File: src/design/vrp_pkg.sv
`timescale 1ns / 1ps
// Shared types, widths and constants for the vertex rotate and project pipeline.
// No dependencies; every other design file imports this package.
package vrp_pkg;

    localparam int V_W        = 16;
    localparam int ANG_W      = 16;
    localparam int P1_W       = 32;
    localparam int X1_W       = 33;
    localparam int Z1_W       = 30;
    localparam int P3_W       = 49;
    localparam int Y2_W       = 47;
    localparam int ROT_W      = 50;
    localparam int ROT_SHIFT  = 14;
    localparam int OFF_SHIFT  = 26;
    localparam int DEPTH_OFFSET = 10;
    localparam int DEPTH_SHIFT  = 40;
    localparam int QUO_W      = 17;
    localparam int CFG_IDX_W  = 2;
    localparam int CFG_DATA_W = 16;

    localparam logic signed [ROT_W-1:0] DEPTH_BIAS = ROT_W'(DEPTH_OFFSET) << DEPTH_SHIFT;

    localparam logic signed [V_W-1:0] SAT_MAX = 16'sh7FFF;
    localparam logic signed [V_W-1:0] SAT_MIN = 16'sh8000;
    localparam logic [QUO_W-1:0] SAT_POS_MAG = 17'd32767;
    localparam logic [QUO_W-1:0] SAT_NEG_MAG = 17'd32768;

    localparam logic [CFG_IDX_W-1:0] CFG_COS_ANGLE = 2'd0;
    localparam logic [CFG_IDX_W-1:0] CFG_SIN_ANGLE = 2'd1;

    localparam logic signed [ANG_W-1:0] COS_RESET = 16'sd16384;
    localparam logic signed [ANG_W-1:0] SIN_RESET = 16'sd0;

    typedef struct packed {
        logic signed [V_W-1:0] vertex_x;
        logic signed [V_W-1:0] vertex_y;
        logic signed [V_W-1:0] vertex_z;
    } t_vertex_in;

    typedef struct packed {
        logic signed [V_W-1:0] screen_x;
        logic signed [V_W-1:0] screen_y;
        logic                  behind_camera;
    } t_screen_out;

    typedef struct packed {
        logic signed [ROT_W-1:0] xo;
        logic signed [ROT_W-1:0] yo;
        logic signed [ROT_W-1:0] zo;
    } t_rot;

    function automatic int f_num_width(input int w, input int h);
        int m;
        m = (w > h) ? w : h;
        return ROT_W + $clog2(m + 1) + 2;
    endfunction

endpackage

File: src/design/vrp_scale.sv
`timescale 1ns / 1ps
// Three-stage screen scaling: builds both projection numerators, then splits them
// into sign and magnitude and flags a depth that is not positive. Depends on vrp_pkg.
module vrp_scale #(
    parameter int SCREEN_WIDTH  = 800,
    parameter int SCREEN_HEIGHT = 600
) (
    input  logic                i_clk,
    input  logic                i_rst_n,
    input  logic                i_en,
    input  logic                i_valid,
    input  vrp_pkg::t_rot       i_rot,
    output logic                o_valid,
    output logic [vrp_pkg::f_num_width(SCREEN_WIDTH, SCREEN_HEIGHT)-1:0] o_mag_x,
    output logic [vrp_pkg::f_num_width(SCREEN_WIDTH, SCREEN_HEIGHT)-1:0] o_mag_y,
    output logic                o_neg_x,
    output logic                o_neg_y,
    output logic [vrp_pkg::ROT_W-2:0] o_den,
    output logic                o_behind
);
    import vrp_pkg::*;

    localparam int NUM_W = f_num_width(SCREEN_WIDTH, SCREEN_HEIGHT);
    localparam logic signed [NUM_W-1:0] K_W_FULL = NUM_W'(SCREEN_WIDTH);
    localparam logic signed [NUM_W-1:0] K_W_HALF = NUM_W'(SCREEN_WIDTH / 2);
    localparam logic signed [NUM_W-1:0] K_H_HALF = NUM_W'(SCREEN_HEIGHT / 2);

    logic [2:0] r_v;

    logic signed [NUM_W-1:0] r_pxw, r_pyw, r_pzw, r_pzh;
    logic signed [ROT_W-1:0] r_zo5, r_zo6;
    logic signed [NUM_W-1:0] r_nx, r_ny;
    logic [NUM_W-1:0]        r_mag_x, r_mag_y;
    logic                    r_neg_x, r_neg_y, r_behind;
    logic [ROT_W-2:0]        r_den;

    always_ff @(posedge i_clk) begin
        if (!i_rst_n) begin
            r_v <= '0;
        end else if (i_en) begin
            r_v <= {r_v[1:0], i_valid};
        end
    end

    always_ff @(posedge i_clk) begin
        if (i_en) begin
            r_pxw <= NUM_W'(i_rot.xo) * K_W_FULL;
            r_pyw <= NUM_W'(i_rot.yo) * K_W_FULL;
            r_pzw <= NUM_W'(i_rot.zo) * K_W_HALF;
            r_pzh <= NUM_W'(i_rot.zo) * K_H_HALF;
            r_zo5 <= i_rot.zo;

            r_nx  <= r_pxw + r_pzw;
            r_ny  <= r_pzh - r_pyw;
            r_zo6 <= r_zo5;

            r_neg_x  <= r_nx[NUM_W-1];
            r_neg_y  <= r_ny[NUM_W-1];
            r_mag_x  <= r_nx[NUM_W-1] ? $unsigned(-r_nx) : $unsigned(r_nx);
            r_mag_y  <= r_ny[NUM_W-1] ? $unsigned(-r_ny) : $unsigned(r_ny);
            r_den    <= r_zo6[ROT_W-2:0];
            r_behind <= r_zo6[ROT_W-1] || (r_zo6 == '0);
        end
    end

    assign o_valid  = r_v[2];
    assign o_mag_x  = r_mag_x;
    assign o_mag_y  = r_mag_y;
    assign o_neg_x  = r_neg_x;
    assign o_neg_y  = r_neg_y;
    assign o_den    = r_den;
    assign o_behind = r_behind;

endmodule

File: config.mk
export PLATFORM = sky130hd
export DESIGN_NAME = vrp_scale
export DESIGN_NICKNAME = d
export VERILOG_FILES = /design/src/design/vrp_pkg.sv /design/src/design/vrp_scale.sv
export SDC_FILE = /design/constraint.sdc
export NUM_CORES = 2
export LEC_CHECK = 0
export ABC_AREA = 1
export BUFFER_PORTS_ARGS = -buffer_cell sky130_fd_sc_hd__buf_4
export CORE_MARGIN = 4
export CORE_UTILIZATION = 55
export DETAILED_ROUTE_END_ITERATION = 10
export GPL_ROUTABILITY_DRIVEN = 0
export HOLD_SLACK_MARGIN = 0.05
export PLACE_DENSITY = 0.74
export SLEW_MARGIN = 10
export SYNTH_ARGS = -nofsm -noshare
export SYNTH_HDL_FRONTEND = slang
export SYNTH_SLANG_ARGS = --single-unit
File: constraint.sdc
create_clock -name i_clk -period 3.85 [get_ports i_clk]
set_input_delay 1.155 -clock i_clk [delete_from_list [all_inputs] [get_ports i_clk]]
set_output_delay 1.155 -clock i_clk [all_outputs]
set_load 0.05 [all_outputs]
* Word-level counts from Yosys, hierarchy flattened *
Index checks and enable logic that the tools add are counted.

storage, ports and cells
  word-level logic and storage cells = 29
  flip-flop bits (word level) = 635
  input bits = 154

cells by class
  reduce and logical (&&, ||, !) cells = 2
  multiplexer cells = 2
  $add $sub $neg = 4
  multipliers = 4

operator list
  operator                                                               number
  50-bit by 6-bit multiplier with 56-bit output (second input constant)  3
  62-bit negation                                                        2
  61-bit 2-to-1 mux                                                      2
  62-bit adder                                                           1
  62-bit subtractor                                                      1
  50-bit by 8-bit multiplier with 58-bit output (second input constant)  1
  50-bit logical NOT                                                     1
  1-bit logical OR                                                       1

* Depth between registers and ports, before layout *
  word-level depth = 2
  depth in mapped cells = 19
  gate-level depth less buffers = 19

* Worst setup path after synthesis *
Ideal clock, no wire load.

  path kind = input to register
  start point = input i_rot[6] (netlist name)
  end point = register r_pzh[44], data pin
  arrival time = 3.746 ns
  setup slack = -0.148 ns
  required time = 3.598 ns
  stages = 15
  cells stage by stage = ha_1 fa_1 inv_1 fa_1 inv_1 ha_1 nand2_1 nor2_1 nand2_1 nor3_1 nand2_1 nand3b_1 nand2_1 nand3_1 nand2_1

between the ends
  cells in the longest elaborated chain, start to end = 1

ends and longest elaborated chain
  what                                           RTL line         source
  start: declaration                             vrp_scale.sv:12  input vrp_pkg::t_rot i_rot,
  50-bit by 8-bit multiplier with 58-bit output  vrp_scale.sv:50  r_pzh <= NUM_W'(i_rot.zo) * K_H_HALF;
  end signal: assignment                         vrp_scale.sv:50
  end: declaration                               vrp_scale.sv:30  logic signed [NUM_W-1:0] r_pxw, r_pyw, r_pzw, r_pzh;

Every way passes these cells.
A chain may end at the register's enable or synchronous reset.

* Worst setup path in the final report *
  start point = input i_rot[13] (netlist name)
  end point = register r_pzh[42], data pin

The elaborated chain is that of the path after synthesis.

==> impl_metrics.toml <==
[detailed_routing]
drt_iter0_markers = 6623
final_antenna_net_count = 0
firstDrtPassIters = 7
routed-via-count = 58800
drc = 0
routedWlPerCell_um = 16.3
via_per_inst = 5.21
drt-total-wl_um = 184000

[sta]
finalSetupViolations = 0
skew_ns = 0.0470
hold_violations = 0
period_share_pct = 99.4
setup_ws_ns = 0.0242
tightest_slew_ns = 0.972
max_freq_mhz = 261
relSlewSlack_pct = 35.0
rsz0062_at_grt = "yes"
finalCriticalPeriod_ns = 3.83
final.setup.tns_ns = 0
slew_violations = 0

[worst_setup_path]
critPathLaunchType = "input port"
worst_setup_path_end_kind = "register"
crit_path_max_fanout = 6
crit_arrival_ns = 4.19
worst-endpoint-required_ns = 4.22
path_class = "in -> reg"

[grt]
grt_pass1_wl_um = 288000
first_global_vias = 54600
grt_use_met2_pct = 44.3
grt_use_met3_pct = 5.52
top_usage_layer = "met1"
antenna_found_initial = 3
grt.total_usage_pct = 30.7
grt_start_max_net_pins = 103
use_met1_pct = 46.9
grt_overflow = 0

[power]
combPwrFrac_pct = 64.6
p_int_mw = 26.9
p_sw_mw = 27.3
switching_share_pct = 50.4
power_leakage_nw = 40.7
p_per_area_nw_per_um2 = 722
p_clk_share_pct = 12.4
total_power_mw = 54.2
peakVddDrop_mv = 0.424
seq_power_share_pct = 23.0

[placed_design]
dp.final_hpwl_um = 157000
portBuffers = 324
dp_cells = 11200
place_ws_ns = -0.703

[floorplan]
coreArea_sq_um = 112000
start_util_pct = 55.3
num_rows = 123
die_h_um = 344
die_w_um = 344
ios = 331
die_area_sq_um = 118000

[layout]
final_nets = 10800
drive_gt1_share_pct = 14.7
synthToLayoutAreaGrowth_pct = 20.7
finish.utilization_pct = 66.8
instances_no_fill = 11300

[clock_tree]
clkSinkCount = 609
clockBufferDepth = 3
clk_pin_slew_ns = 0.06
cts_tree = "done"
h-tree-depth = 3
cts_buffers = 69
cts_root_buf = "clkbuf_16"
clkLatencyLatePin_ns = 0.67

[yosys]
yosysTopAreaCell = "edfxtp_1"
ys_types = 50
yosys_register_bits = 609
yosys_warnings = 0
seq_area_frac_synth_pct = 29.4
syn_area_per_cell_sq_um = 7.16
synth_edf_count = 606
async_flop_share_pct = 0
ys.flop_type = "edfxtp_1"
synth_top_area_share_pct = 29.3
syn_area_sq_um = 62100
synth_cells = 8676
synthTopCellsByArea = "edfxtp_1 (29%), nand2_1 (18%), ha_1 (14%)"

[job]
drv_cap = 0

[status]
status = "finished clean"

[hold_path]
hp-class = "reg -> reg"
repair_timing:
action | 4_1_cts | 5_1_grt
resized for setup | 1 | 81
cloned | 0 | 0
pin swaps | 0 | 8
setup buffers | 0 | 1
hold buffers | 0 | 0
setup endpoints to repair | 1 | 30
metal layers:
| layer | vias to the layer above | wire length (um) |
|---|---|---|
| li1 | 28800 | - |
| met1 | 26700 | 82900 |
| met2 | 2918 | 74300 |
| met3 | 331 | 21700 |
| met4 | 0 | 5480 |
| met5 | - | 0 |
power by group through the flow:
stage | Clock (mW) | Combinational, mW | Sequential, mW
2_1_floorplan | 0 | 20.2 | 13.5
3_3_place_gp | 0 | 32.9 | 12.5
3_5_place_dp | 0 | 33.5 | 12.5
4_1_cts | 6.83 | 33.8 | 12.4
5_1_grt | 7.11 | 38.3 | 12.6
6_report | 6.70 | 35.0 | 12.4
synth_stat cells, types with 3 or more instances:
cell type and number:
a21boi_0 7, a21o_1 7, a21oi_1 207, and2_1 20, and3_1 4, buf_1 4
buf_2 3, buf_4 8, clkbuf_1 7, dfxtp_1 3, edfxtp_1 606, fa_1 242
ha_1 681, inv_1 2063, inv_2 16, nand2_1 2930, nand2_2 28, nand3_1 427
nand3_2 11, nand3b_1 10, nand4_1 121, nor2_1 693, nor2_2 50, nor2_4 11
nor3_1 64, nor3_2 18, nor3_4 6, nor4_1 25, o21a_1 10, o21ai_0 53
o21ai_1 12, o21bai_1 32, or2_2 13, xnor2_1 40, xor2_1 223
critical path, cell delays in order:
cell     delay [ns]
buf_4          0.17
ha_1           0.34
fa_1           0.61
inv_1          0.08
fa_1           0.53
inv_1          0.06
ha_4           0.29
nand2_4        0.08
nor2_4         0.11
nand2_1        0.11
nor2_1         0.12
nand2_1        0.10
nand3_4        0.15
nand3_2        0.08
nand3_1        0.10
nand2_1        0.12
through the flow:
step | area, sq um | hold slack [ns]
2_1_floorplan | 62900 | 0.400
6_report | 75000 | 0.403
5_1_grt | 75000 | 0.420
4_1_cts | 74600 | 0.408
3_3_place_gp | 72300 | 0.401
3_5_place_dp | 72300 | 0.405
cell families (layout without fill, tap and decap cells):
| logic type | count (synthesis) | in the layout | share of synthesized area (%) |
|---|---|---|---|
| fa+ha+maj | 923 | 923 | 21.5 |
| flops | 609 | 609 | 29.4 |
| simple gates | 4442 | 4442 | 29.7 |
| other cells | 1 | 7 | 0.00604 |
| xor+xnor | 264 | 264 | 3.73 |
| compound gates | 334 | 334 | 2.94 |
| buf+inv | 2103 | 3214 | 12.8 |
path summary, 6_finish.rpt:
check                                    startpoint  slack, ns  cells after the start                   to
worst min-delay path            r_zo5[23]$_DFFE_PP_       0.40                      0  r_zo6[23]$_DFFE_PP_
worst max-delay path                      i_rot[13]       0.02                     16  r_pzh[42]$_DFFE_PP_
worst min register to register  r_zo5[23]$_DFFE_PP_       0.40                      0  r_zo6[23]$_DFFE_PP_
worst max register to register   r_pyw[5]$_DFFE_PP_       1.21                     11   r_ny[37]$_DFFE_PP_
sequential cells by signal (all words and copies together) (netlist names), 53 cells and up:
signal / count
o_mag_x: 57
o_mag_y: 59
r_nx: 57
r_ny: 59
r_pxw: 56
r_pyw: 56
r_pzh: 57
r_pzw: 53
cell type report:
type / count / area, sq um
diodes: 1 / 2.50
fillers: 9657 / 37300
clock inverters: 46 / 557
repair buffers: 1010 / 7680
well taps: 1500 / 1880
multi-input cells: 5969 / 37100
flip-flops and latches: 609 / 18300
clock buffers: 77 / 1760
inverters: 2081 / 7810
cells in the final DEF, fill, tap and decap left out, drive strengths merged:
| cell | count |
|---|---|
| nand3 | 440 |
| o21ai | 66 |
| nor3b | 3 |
| clkinvlp | 7 |
| o211ai | 2 |
| bufinv | 7 |
| or2 | 13 |
| fa | 242 |
| buf | 1010 |
| xor2 | 224 |
| o21a | 10 |
| xnor2 | 40 |
| inv | 2087 |
| edfxtp | 606 |
| nand2 | 2960 |
| nor2 | 754 |
| a21oi | 208 |
| nor3 | 88 |
| nand4 | 124 |
| and2 | 21 |
| nor4 | 25 |
| conb | 6 |
| a31oi | 1 |
| a21o | 7 |
| diode | 1 |
| o21bai | 32 |
| dfxtp | 3 |
| clkbuf | 77 |
| and3 | 4 |
| nand3b | 10 |
| clkinv | 26 |
| ha | 681 |
| o31ai | 1 |
| a21boi | 7 |
No activity file was read; power rests on OpenSTA's default activity.
